`src/sv/clt_pkg.sv`:
```
// types, constants and helper functions for the command line tokenizer
// used by clt_step and command_line_tokenizer_unit; no dependencies
package clt_pkg;

   localparam int unsigned MAX_SLOTS_LIMIT = 64;

   localparam logic [7:0] CHAR_SPACE  = 8'h20;
   localparam logic [7:0] CHAR_TAB    = 8'h09;
   localparam logic [7:0] CHAR_DQUOTE = 8'h22;
   localparam logic [7:0] CHAR_SQUOTE = 8'h27;
   localparam logic [7:0] CHAR_N      = 8'h6e;
   localparam logic [7:0] CHAR_LF     = 8'h0a;
   localparam logic [7:0] CHAR_T      = 8'h74;
   localparam logic [7:0] CHAR_R      = 8'h72;
   localparam logic [7:0] CHAR_CR     = 8'h0d;

   localparam logic [1:0] CSR_ESCAPE_CHAR  = 2'd0;
   localparam logic [1:0] CSR_COMMENT_CHAR = 2'd1;
   localparam logic [1:0] CSR_MAX_SLOTS    = 2'd2;

   localparam logic [6:0] SLOT_CAP = (MAX_SLOTS_LIMIT < 64) ? 7'(MAX_SLOTS_LIMIT) : 7'd64;

   typedef enum logic [4:0] {
      MODE_BETWEEN = 5'b00001,
      MODE_PLAIN   = 5'b00010,
      MODE_QUOTED  = 5'b00100,
      MODE_SKIP    = 5'b01000,
      MODE_DONE    = 5'b10000
   } mode_type;

   typedef struct packed {
      mode_type   mode;
      logic       escape_pending;
      logic       quote_is_single;
      logic       token_nonempty;
      logic [5:0] tokens_found;
   } scan_state_type;

   typedef struct packed {
      logic [7:0] escape_char;
      logic [7:0] comment_char;
      logic [6:0] max_slots;
   } csr_type;

   typedef struct packed {
      logic       has_result;
      logic [7:0] out_char;
      logic       char_valid;
      logic       token_end;
      logic [5:0] token_index;
      logic       line_end;
      logic [5:0] token_count;
   } result_type;

   function automatic logic is_sep(input logic [7:0] c);
      return (c == CHAR_SPACE) || (c == CHAR_TAB);
   endfunction

   function automatic logic [7:0] translate(input logic [7:0] c);
      logic [7:0] r;
      r = c;
      if (c == CHAR_N) r = CHAR_LF;
      else if (c == CHAR_T) r = CHAR_TAB;
      else if (c == CHAR_R) r = CHAR_CR;
      return r;
   endfunction

endpackage

```
`src/sv/clt_step.sv`:
```
// next-state and result logic for one line byte
// depends on clt_pkg
module clt_step (
   input  clt_pkg::scan_state_type state,
   input  clt_pkg::csr_type        csr,
   input  logic [7:0]              ch,
   input  logic                    line_last,
   output clt_pkg::scan_state_type state_next,
   output clt_pkg::result_type     result
);

   logic [6:0] slot_lim;
   logic       esc_hit;
   logic [7:0] qch;
   logic       cv;
   logic       tend;
   logic [7:0] oc;
   logic [5:0] idx;
   clt_pkg::scan_state_type s;

   always_comb begin
      slot_lim = csr.max_slots;
      if (slot_lim == 7'd0) slot_lim = 7'd1;
      if (slot_lim > clt_pkg::SLOT_CAP) slot_lim = clt_pkg::SLOT_CAP;
   end

   assign esc_hit = (csr.escape_char != 8'd0) && (ch == csr.escape_char);
   assign qch     = state.quote_is_single ? clt_pkg::CHAR_SQUOTE : clt_pkg::CHAR_DQUOTE;

   always_comb begin
      s    = state;
      cv   = 1'b0;
      tend = 1'b0;
      oc   = 8'd0;
      idx  = 6'd0;
      if (ch != 8'd0) begin
         case (state.mode)
            clt_pkg::MODE_BETWEEN: begin
               if ({1'b0, state.tokens_found} + 7'd1 >= slot_lim) begin
                  s.mode = clt_pkg::MODE_DONE;
               end else if (clt_pkg::is_sep(ch)) begin
                  s.mode = clt_pkg::MODE_BETWEEN;
               end else if (csr.comment_char != 8'd0 && ch == csr.comment_char) begin
                  s.mode = clt_pkg::MODE_DONE;
               end else if (ch == clt_pkg::CHAR_DQUOTE || ch == clt_pkg::CHAR_SQUOTE) begin
                  s.mode            = clt_pkg::MODE_QUOTED;
                  s.quote_is_single = (ch == clt_pkg::CHAR_SQUOTE);
                  s.token_nonempty  = 1'b0;
                  s.escape_pending  = 1'b0;
               end else if (esc_hit) begin
                  s.mode           = clt_pkg::MODE_PLAIN;
                  s.token_nonempty = 1'b0;
                  s.escape_pending = 1'b1;
               end else begin
                  s.mode           = clt_pkg::MODE_PLAIN;
                  s.token_nonempty = 1'b0;
                  s.escape_pending = 1'b0;
                  cv               = 1'b1;
                  oc               = ch;
               end
            end
            clt_pkg::MODE_PLAIN, clt_pkg::MODE_QUOTED: begin
               if (state.escape_pending) begin
                  s.escape_pending = 1'b0;
                  cv               = 1'b1;
                  oc               = clt_pkg::translate(ch);
               end else if (state.mode == clt_pkg::MODE_PLAIN && clt_pkg::is_sep(ch)) begin
                  tend   = 1'b1;
                  s.mode = clt_pkg::MODE_BETWEEN;
               end else if (state.mode == clt_pkg::MODE_QUOTED && ch == qch) begin
                  tend   = 1'b1;
                  s.mode = clt_pkg::MODE_SKIP;
               end else if (esc_hit) begin
                  s.escape_pending = 1'b1;
               end else begin
                  cv = 1'b1;
                  oc = ch;
               end
            end
            clt_pkg::MODE_SKIP: begin
               s.mode = clt_pkg::MODE_BETWEEN;
            end
            clt_pkg::MODE_DONE: begin
               s.mode = clt_pkg::MODE_DONE;
            end
            default: begin
               s.mode = clt_pkg::MODE_DONE;
            end
         endcase
      end

      if (line_last && (s.mode == clt_pkg::MODE_PLAIN || s.mode == clt_pkg::MODE_QUOTED)) begin
         if (s.escape_pending) begin
            cv               = 1'b1;
            oc               = csr.escape_char;
            s.escape_pending = 1'b0;
         end
         tend = 1'b1;
      end

      if (cv) begin
         s.token_nonempty = 1'b1;
         idx              = s.tokens_found;
      end
      if (tend) begin
         if (s.token_nonempty) begin
            idx            = s.tokens_found;
            s.tokens_found = s.tokens_found + 6'd1;
         end else begin
            tend = 1'b0;
         end
         s.token_nonempty = 1'b0;
      end

      result.out_char    = cv ? oc : 8'd0;
      result.char_valid  = cv;
      result.token_end   = tend;
      result.token_index = idx;
      result.line_end    = line_last;
      result.token_count = s.tokens_found;
      result.has_result  = cv || tend || line_last;

      if (line_last) begin
         s.mode            = clt_pkg::MODE_BETWEEN;
         s.escape_pending  = 1'b0;
         s.quote_is_single = 1'b0;
         s.token_nonempty  = 1'b0;
         s.tokens_found    = 6'd0;
      end
      state_next = s;
   end

endmodule

```
`src/sv/command_line_tokenizer_unit.sv`:
```
// top level of the command line tokenizer: csr registers, scan state and result register
// depends on clt_pkg and clt_step
//
// Takes one command line byte per cycle and returns token characters with token and line
// end marks. An item is accepted in every cycle while the result register is empty or being
// taken; its result appears on the rsp side in the next cycle. Each item gives at most one
// result; separators or quotes ending no token, escape openers, idle zero bytes give none.
// The csr port is always ready and takes effect from the next item.
module command_line_tokenizer_unit (
   input  logic        clock,
   input  logic        reset,
   input  logic        req_tvalid,
   output logic        req_tready,
   input  logic [7:0]  req_tdata,   // ch
   input  logic        req_tlast,   // line_last
   output logic        rsp_tvalid,
   input  logic        rsp_tready,
   output logic [23:0] rsp_tdata,   // out_char, token_index, token_count, zero pad
   output logic [1:0]  rsp_tuser,   // char_valid, token_end
   output logic        rsp_tlast,   // line_end
   input  logic        csr_valid,
   output logic        csr_ready,
   input  logic [1:0]  csr_index,
   input  logic [7:0]  csr_data
);

   clt_pkg::csr_type        csr_ff;
   clt_pkg::csr_type        csr_in;
   clt_pkg::scan_state_type state_ff;
   clt_pkg::scan_state_type state_in;
   clt_pkg::scan_state_type state_next;
   clt_pkg::result_type     result;
   clt_pkg::result_type     rsp_ff;
   clt_pkg::result_type     rsp_in;
   logic                    rsp_valid_ff;
   logic                    rsp_valid_in;
   logic                    req_accept;

   assign csr_ready  = 1'b1;
   assign req_tready = !rsp_valid_ff || rsp_tready;
   assign req_accept = req_tvalid && req_tready;

   clt_step u_step (
      .state      (state_ff),
      .csr        (csr_ff),
      .ch         (req_tdata),
      .line_last  (req_tlast),
      .state_next (state_next),
      .result     (result)
   );

   always_comb begin
      csr_in = csr_ff;
      if (csr_valid) begin
         case (csr_index)
            clt_pkg::CSR_ESCAPE_CHAR:  csr_in.escape_char  = csr_data;
            clt_pkg::CSR_COMMENT_CHAR: csr_in.comment_char = csr_data;
            clt_pkg::CSR_MAX_SLOTS:    csr_in.max_slots    = csr_data[6:0];
            default:                   csr_in = csr_ff;
         endcase
      end
   end

   always_comb begin
      state_in     = state_ff;
      rsp_in       = rsp_ff;
      rsp_valid_in = rsp_valid_ff;
      if (rsp_tready) begin
         rsp_valid_in = 1'b0;
      end
      if (req_accept) begin
         state_in = state_next;
         if (result.has_result) begin
            rsp_in       = result;
            rsp_valid_in = 1'b1;
         end
      end
   end

   always_ff @(posedge clock) begin
      if (reset) begin
         csr_ff.escape_char  <= 8'd92;
         csr_ff.comment_char <= 8'd35;
         csr_ff.max_slots    <= 7'd16;
         state_ff.mode            <= clt_pkg::MODE_BETWEEN;
         state_ff.escape_pending  <= 1'b0;
         state_ff.quote_is_single <= 1'b0;
         state_ff.token_nonempty  <= 1'b0;
         state_ff.tokens_found    <= 6'd0;
         rsp_valid_ff <= 1'b0;
      end else begin
         csr_ff       <= csr_in;
         state_ff     <= state_in;
         rsp_valid_ff <= rsp_valid_in;
      end
   end

   always_ff @(posedge clock) begin
      rsp_ff <= rsp_in;
   end

   assign rsp_tvalid = rsp_valid_ff;
   assign rsp_tdata  = {2'b00, rsp_ff.token_count, rsp_ff.token_index, rsp_ff.out_char};
   assign rsp_tuser  = {rsp_ff.token_end, rsp_ff.char_valid};
   assign rsp_tlast  = rsp_ff.line_end;

   a_line_clears: assert property (@(posedge clock) disable iff (reset)
      req_accept && req_tlast |=>
         state_ff.tokens_found == 6'd0 && state_ff.mode == clt_pkg::MODE_BETWEEN)
      else $error("line end did not clear scan state");

   a_token_end_counted: assert property (@(posedge clock) disable iff (reset)
      rsp_valid_ff && rsp_ff.token_end |-> rsp_ff.token_count != 6'd0)
      else $error("token end with zero token count");

   a_char_zero: assert property (@(posedge clock) disable iff (reset)
      rsp_valid_ff && !rsp_ff.char_valid |-> rsp_ff.out_char == 8'd0)
      else $error("out_char set without char_valid");

   a_stall_only_when_full: assert property (@(posedge clock) disable iff (reset)
      !req_tready |-> rsp_valid_ff)
      else $error("input stalled with empty result register");

endmodule

```
`config.mk`:
```
export PLATFORM = sky130hd
export DESIGN_NAME = command_line_tokenizer_unit
export DESIGN_NICKNAME = d
export VERILOG_FILES = /design/src/sv/clt_pkg.sv /design/src/sv/clt_step.sv /design/src/sv/command_line_tokenizer_unit.sv
export SDC_FILE = /design/constraint.sdc
export NUM_CORES = 1
export LEC_CHECK = 0
export BUFFER_PORTS_ARGS = -buffer_cell sky130_fd_sc_hd__buf_2
export CAP_MARGIN = 5
export CORE_MARGIN = 2
export CORE_UTILIZATION = 30
export CTS_BUF_LIST = sky130_fd_sc_hd__clkbuf_16
export CTS_CLUSTER_SIZE = 20
export DETAILED_ROUTE_END_ITERATION = 16
export PLACE_DENSITY_LB_ADDON = 0.05
export SLEW_MARGIN = 20
export SYNTH_ARGS = -nofsm -noshare
export SYNTH_HDL_FRONTEND = slang
export SYNTH_SLANG_ARGS = --single-unit
```
`constraint.sdc`:
```
create_clock -name clock -period 9.2 [get_ports clock]
set_input_delay 0.46 -clock clock [delete_from_list [all_inputs] [get_ports clock]]
set_output_delay 0.46 -clock clock [all_outputs]
set_load 0.01 [all_outputs]
```
==> results.json <==
{
  "powerDensity_mw_per_mm2": 176.3,
  "combPwrFrac": 0.156,
  "intPower_uw": 561.0,
  "firstDrtPassIters": 5,
  "leakage_uw": 0.001768,
  "clock_skew_ns": 0.009285,
  "num_rows": 41,
  "synth_cell_types": 68,
  "cp-start-kind": "flip-flop",
  "port_buffers": 48,
  "yosysSeqAreaShare": 0.3802,
  "switching_share": 0.2846,
  "cts-hold-fix-buffers": 0,
  "setup_viol": 0,
  "dp_cells": 636,
  "synth_top_area_frac": 0.1993,
  "drcViolationCount": 0,
  "die_h_um": 116.8,
  "final_net_count": 507,
  "rsz0062_at_grt": "false",
  "layout_common_cells": "nor2_1 (49), buf_2 (48), dfxtp_1 (38)",
  "numCtsBuffers": 9,
  "synth_edf_count": 23,
  "critPathKind": "reg -> reg",
  "final_common_cell": "nor2_1",
  "wirelength_mm": 11.41,
  "slew_headroom": 0.4624,
  "synthFlopType": "dfxtp_1",
  "antenna_cells": 0,
  "overflow": 0,
  "stdcell_count": 652,
  "critical_path.slowest_cell": "nor2b_1",
  "min_period_ns": 5.193,
  "n_fill_cell": 1348,
  "fin_setup_tns_ns": 0,
  "grt_pass1_wl_mm": 18.52,
  "yosys-top-cells-area": "dfxtp_1 (20%), edfxtp_1 (18%), mux2i_1 (6.0%), nor2_1 (4.8%), xor2_1 (3.4%)",
  "viasPerCell": 5.172,
  "clk_path_buf_depth": 2,
  "final_core_util": 0.3554,
  "io_pins": 54,
  "cpMostUsedCell": "o21ai_0",
  "grtUsageTotal": 0.1790,
  "start_util": 0.3050,
  "ys_warn_count": 0,
  "clk_pin_slew_worst_paths_ns": 0.06,
  "drt_iter0_drc": 251,
  "grt_max_degree": 33,
  "clkPwrFrac": 0.449,
  "path_buf_inv": 1,
  "syn_to_final_growth_pct": 16.52,
  "ctsResizeCount": 0,
  "syn_inst": 443,
  "fin_crit_sh": 0.5645,
  "end_kind": "flip-flop",
  "critPathMaxFanout": 16,
  "tightest_slew_ns": 0.8047,
  "slew_viol_final": 0,
  "ys_seq_elements": 61,
  "max_stage_delay_ns": 0.66,
  "cts_setup_buffers": 0,
  "dr_total_vias": 3372,
  "gp_congestion": 0.8036,
  "r2r_slack_ns": 4.01,
  "fmax_mhz": 192.6,
  "clock_latency_ns": 0.34,
  "synth_top_area_cell": "dfxtp_1",
  "chipWidth_um": 116.8,
  "drv_cap": 0,
  "syn_avg_cell_area_um2": 8.617,
  "ir_drop_mv": 0.1053,
  "cts-root-buf": "clkbuf_16",
  "grt_pass1_vias": 3348,
  "htreeDepth": 3,
  "hold_viol_final": 0,
  "synthArstFlopShare": 0,
  "die_area_mm2": 0.01364,
  "syn_area_mm2": 0.003817,
  "hpwl_mm": 8.508,
  "crit_required_ns": 9.23,
  "whs_ns": 0.3672,
  "register_area_mm2": 0.001451,
  "multi_input_area_mm2": 0.002147,
  "core-area_mm2": 0.01252,
  "antenna_found_initial": 0,
  "hold_class": "in -> reg",
  "cts_tree": "done",
  "finalPower_uw": 784.2,
  "drive_above_1_share": 0.1708,
  "wl_per_cell_um": 17.50,
  "path_delay_family": "compound AO/OA/AOI/OAI gates",
  "ant_nets": 0,
  "power.switching_uw": 223.2,
  "status": "completed",
  "cts.sinks": 61,
  "cp_cell_sequence": "nand3_1 > nor3_1 > xnor2_1 > ha_1 > and4_1 > a21oi_1 > o21ai_0 > o21ai_0 > nand4_2 > nor2b_1 > o22ai_1 > a21oi_2 > buf_4",
  "power.share.sequential": 0.395,
  "cp.arrival_ns": 5.22
}
==> registers in the layout, indices dropped and copies added, names as in the netlist <==
register    cells
rsp_tdata      20
csr_ff         23
rsp_tuser       2
rsp_tlast       1
state_ff       14
rsp_tvalid      1
==> final cells by class <==
type,count,area share
Clock buffer,11,0.06188
Clock inverter,5,0.008158
Inverter,18,0.01519
Multi-Input combinational cell,335,0.4827
Sequential cell,61,0.3263
Tap cell,172,0.04838
Timing Repair Buffer,50,0.05738
==> power by group through the flow <==
stage	clock [uW]	sequential [uW]	combinational (uW)
after global placement	0	316	124
after global routing	372	312	137
after detailed placement	0	316	123
after floorplan	0	319	77.5
after CTS	360	311	123
final	352	310	122
==> cells in the mapped netlist, types with 3 or more instances <==
cell type  number
nand2_1        34
nand3_1        19
nand3b_1        3
nor4_1          7
o21ai_0        20
nor2b_1         5
a21oi_1        23
a22o_1          5
inv_1          18
nand4_1         5
a21o_1          3
or3_1           3
clkbuf_1       14
buf_1           3
nand2b_1        4
edfxtp_1       23
a31oi_1         3
xor2_1         15
or2_2           4
and2_1          4
dfxtp_1        38
mux2i_1        23
ha_1            8
o211ai_1        8
buf_4           6
o21bai_1        3
a22oi_1         3
xnor2_1        11
buf_2           7
nor3_1         21
o22ai_1         3
a211oi_1        4
nor2_1         49
==> path summary, 6_finish.rpt <==
check               from           to  cells past startpoint
max          state_ff[2]    rsp_tlast                     13
min reg2reg  state_ff[6]  state_ff[6]                      2
min          csr_data[7]   csr_ff[14]                      3
max reg2reg  state_ff[2]    rsp_tlast                     13
==> worst register-to-register path: cells and delay by family (launching register included) <==
kind,cells,cell delay [ns]
buffers and inverters,1,0.34
and+or+nand+nor,5,1.66
xor gates and xnor gates,1,0.15
adders and majority gates,1,0.34
AOI/OAI and AO/OA,5,1.88
DFF,1,0.50
==> cells by family after synthesis <==
| logic type | share of synthesized area |
|---|---|
| other | 0.001967 |
| AO/OA/AOI/OAI | 0.1763 |
| XOR/XNOR | 0.05965 |
| multiplexers | 0.06031 |
| buffers and inverters | 0.06129 |
| flip-flops | 0.3802 |
| adder cells (fa/ha/maj) | 0.02622 |
| AND/OR/NAND/NOR | 0.2340 |
==> through the flow <==
stage          setup slack, ns  area, um^2
6_report                 4.007        4448
5_1_grt                  3.413        4448
4_1_cts                  3.997        4448
3_5_place_dp             4.022        4136
3_3_place_gp             4.249        4136
2_1_floorplan            4.755        3829
==> per-layer routing <==
layer	GRT usage	part of all wire
met4	0.05176	0.012
met5	0	0
met3	0.04274	0.053
met2	0.2805	0.46
met1	0.2467	0.47
Power figures use the tool's default switching activity.
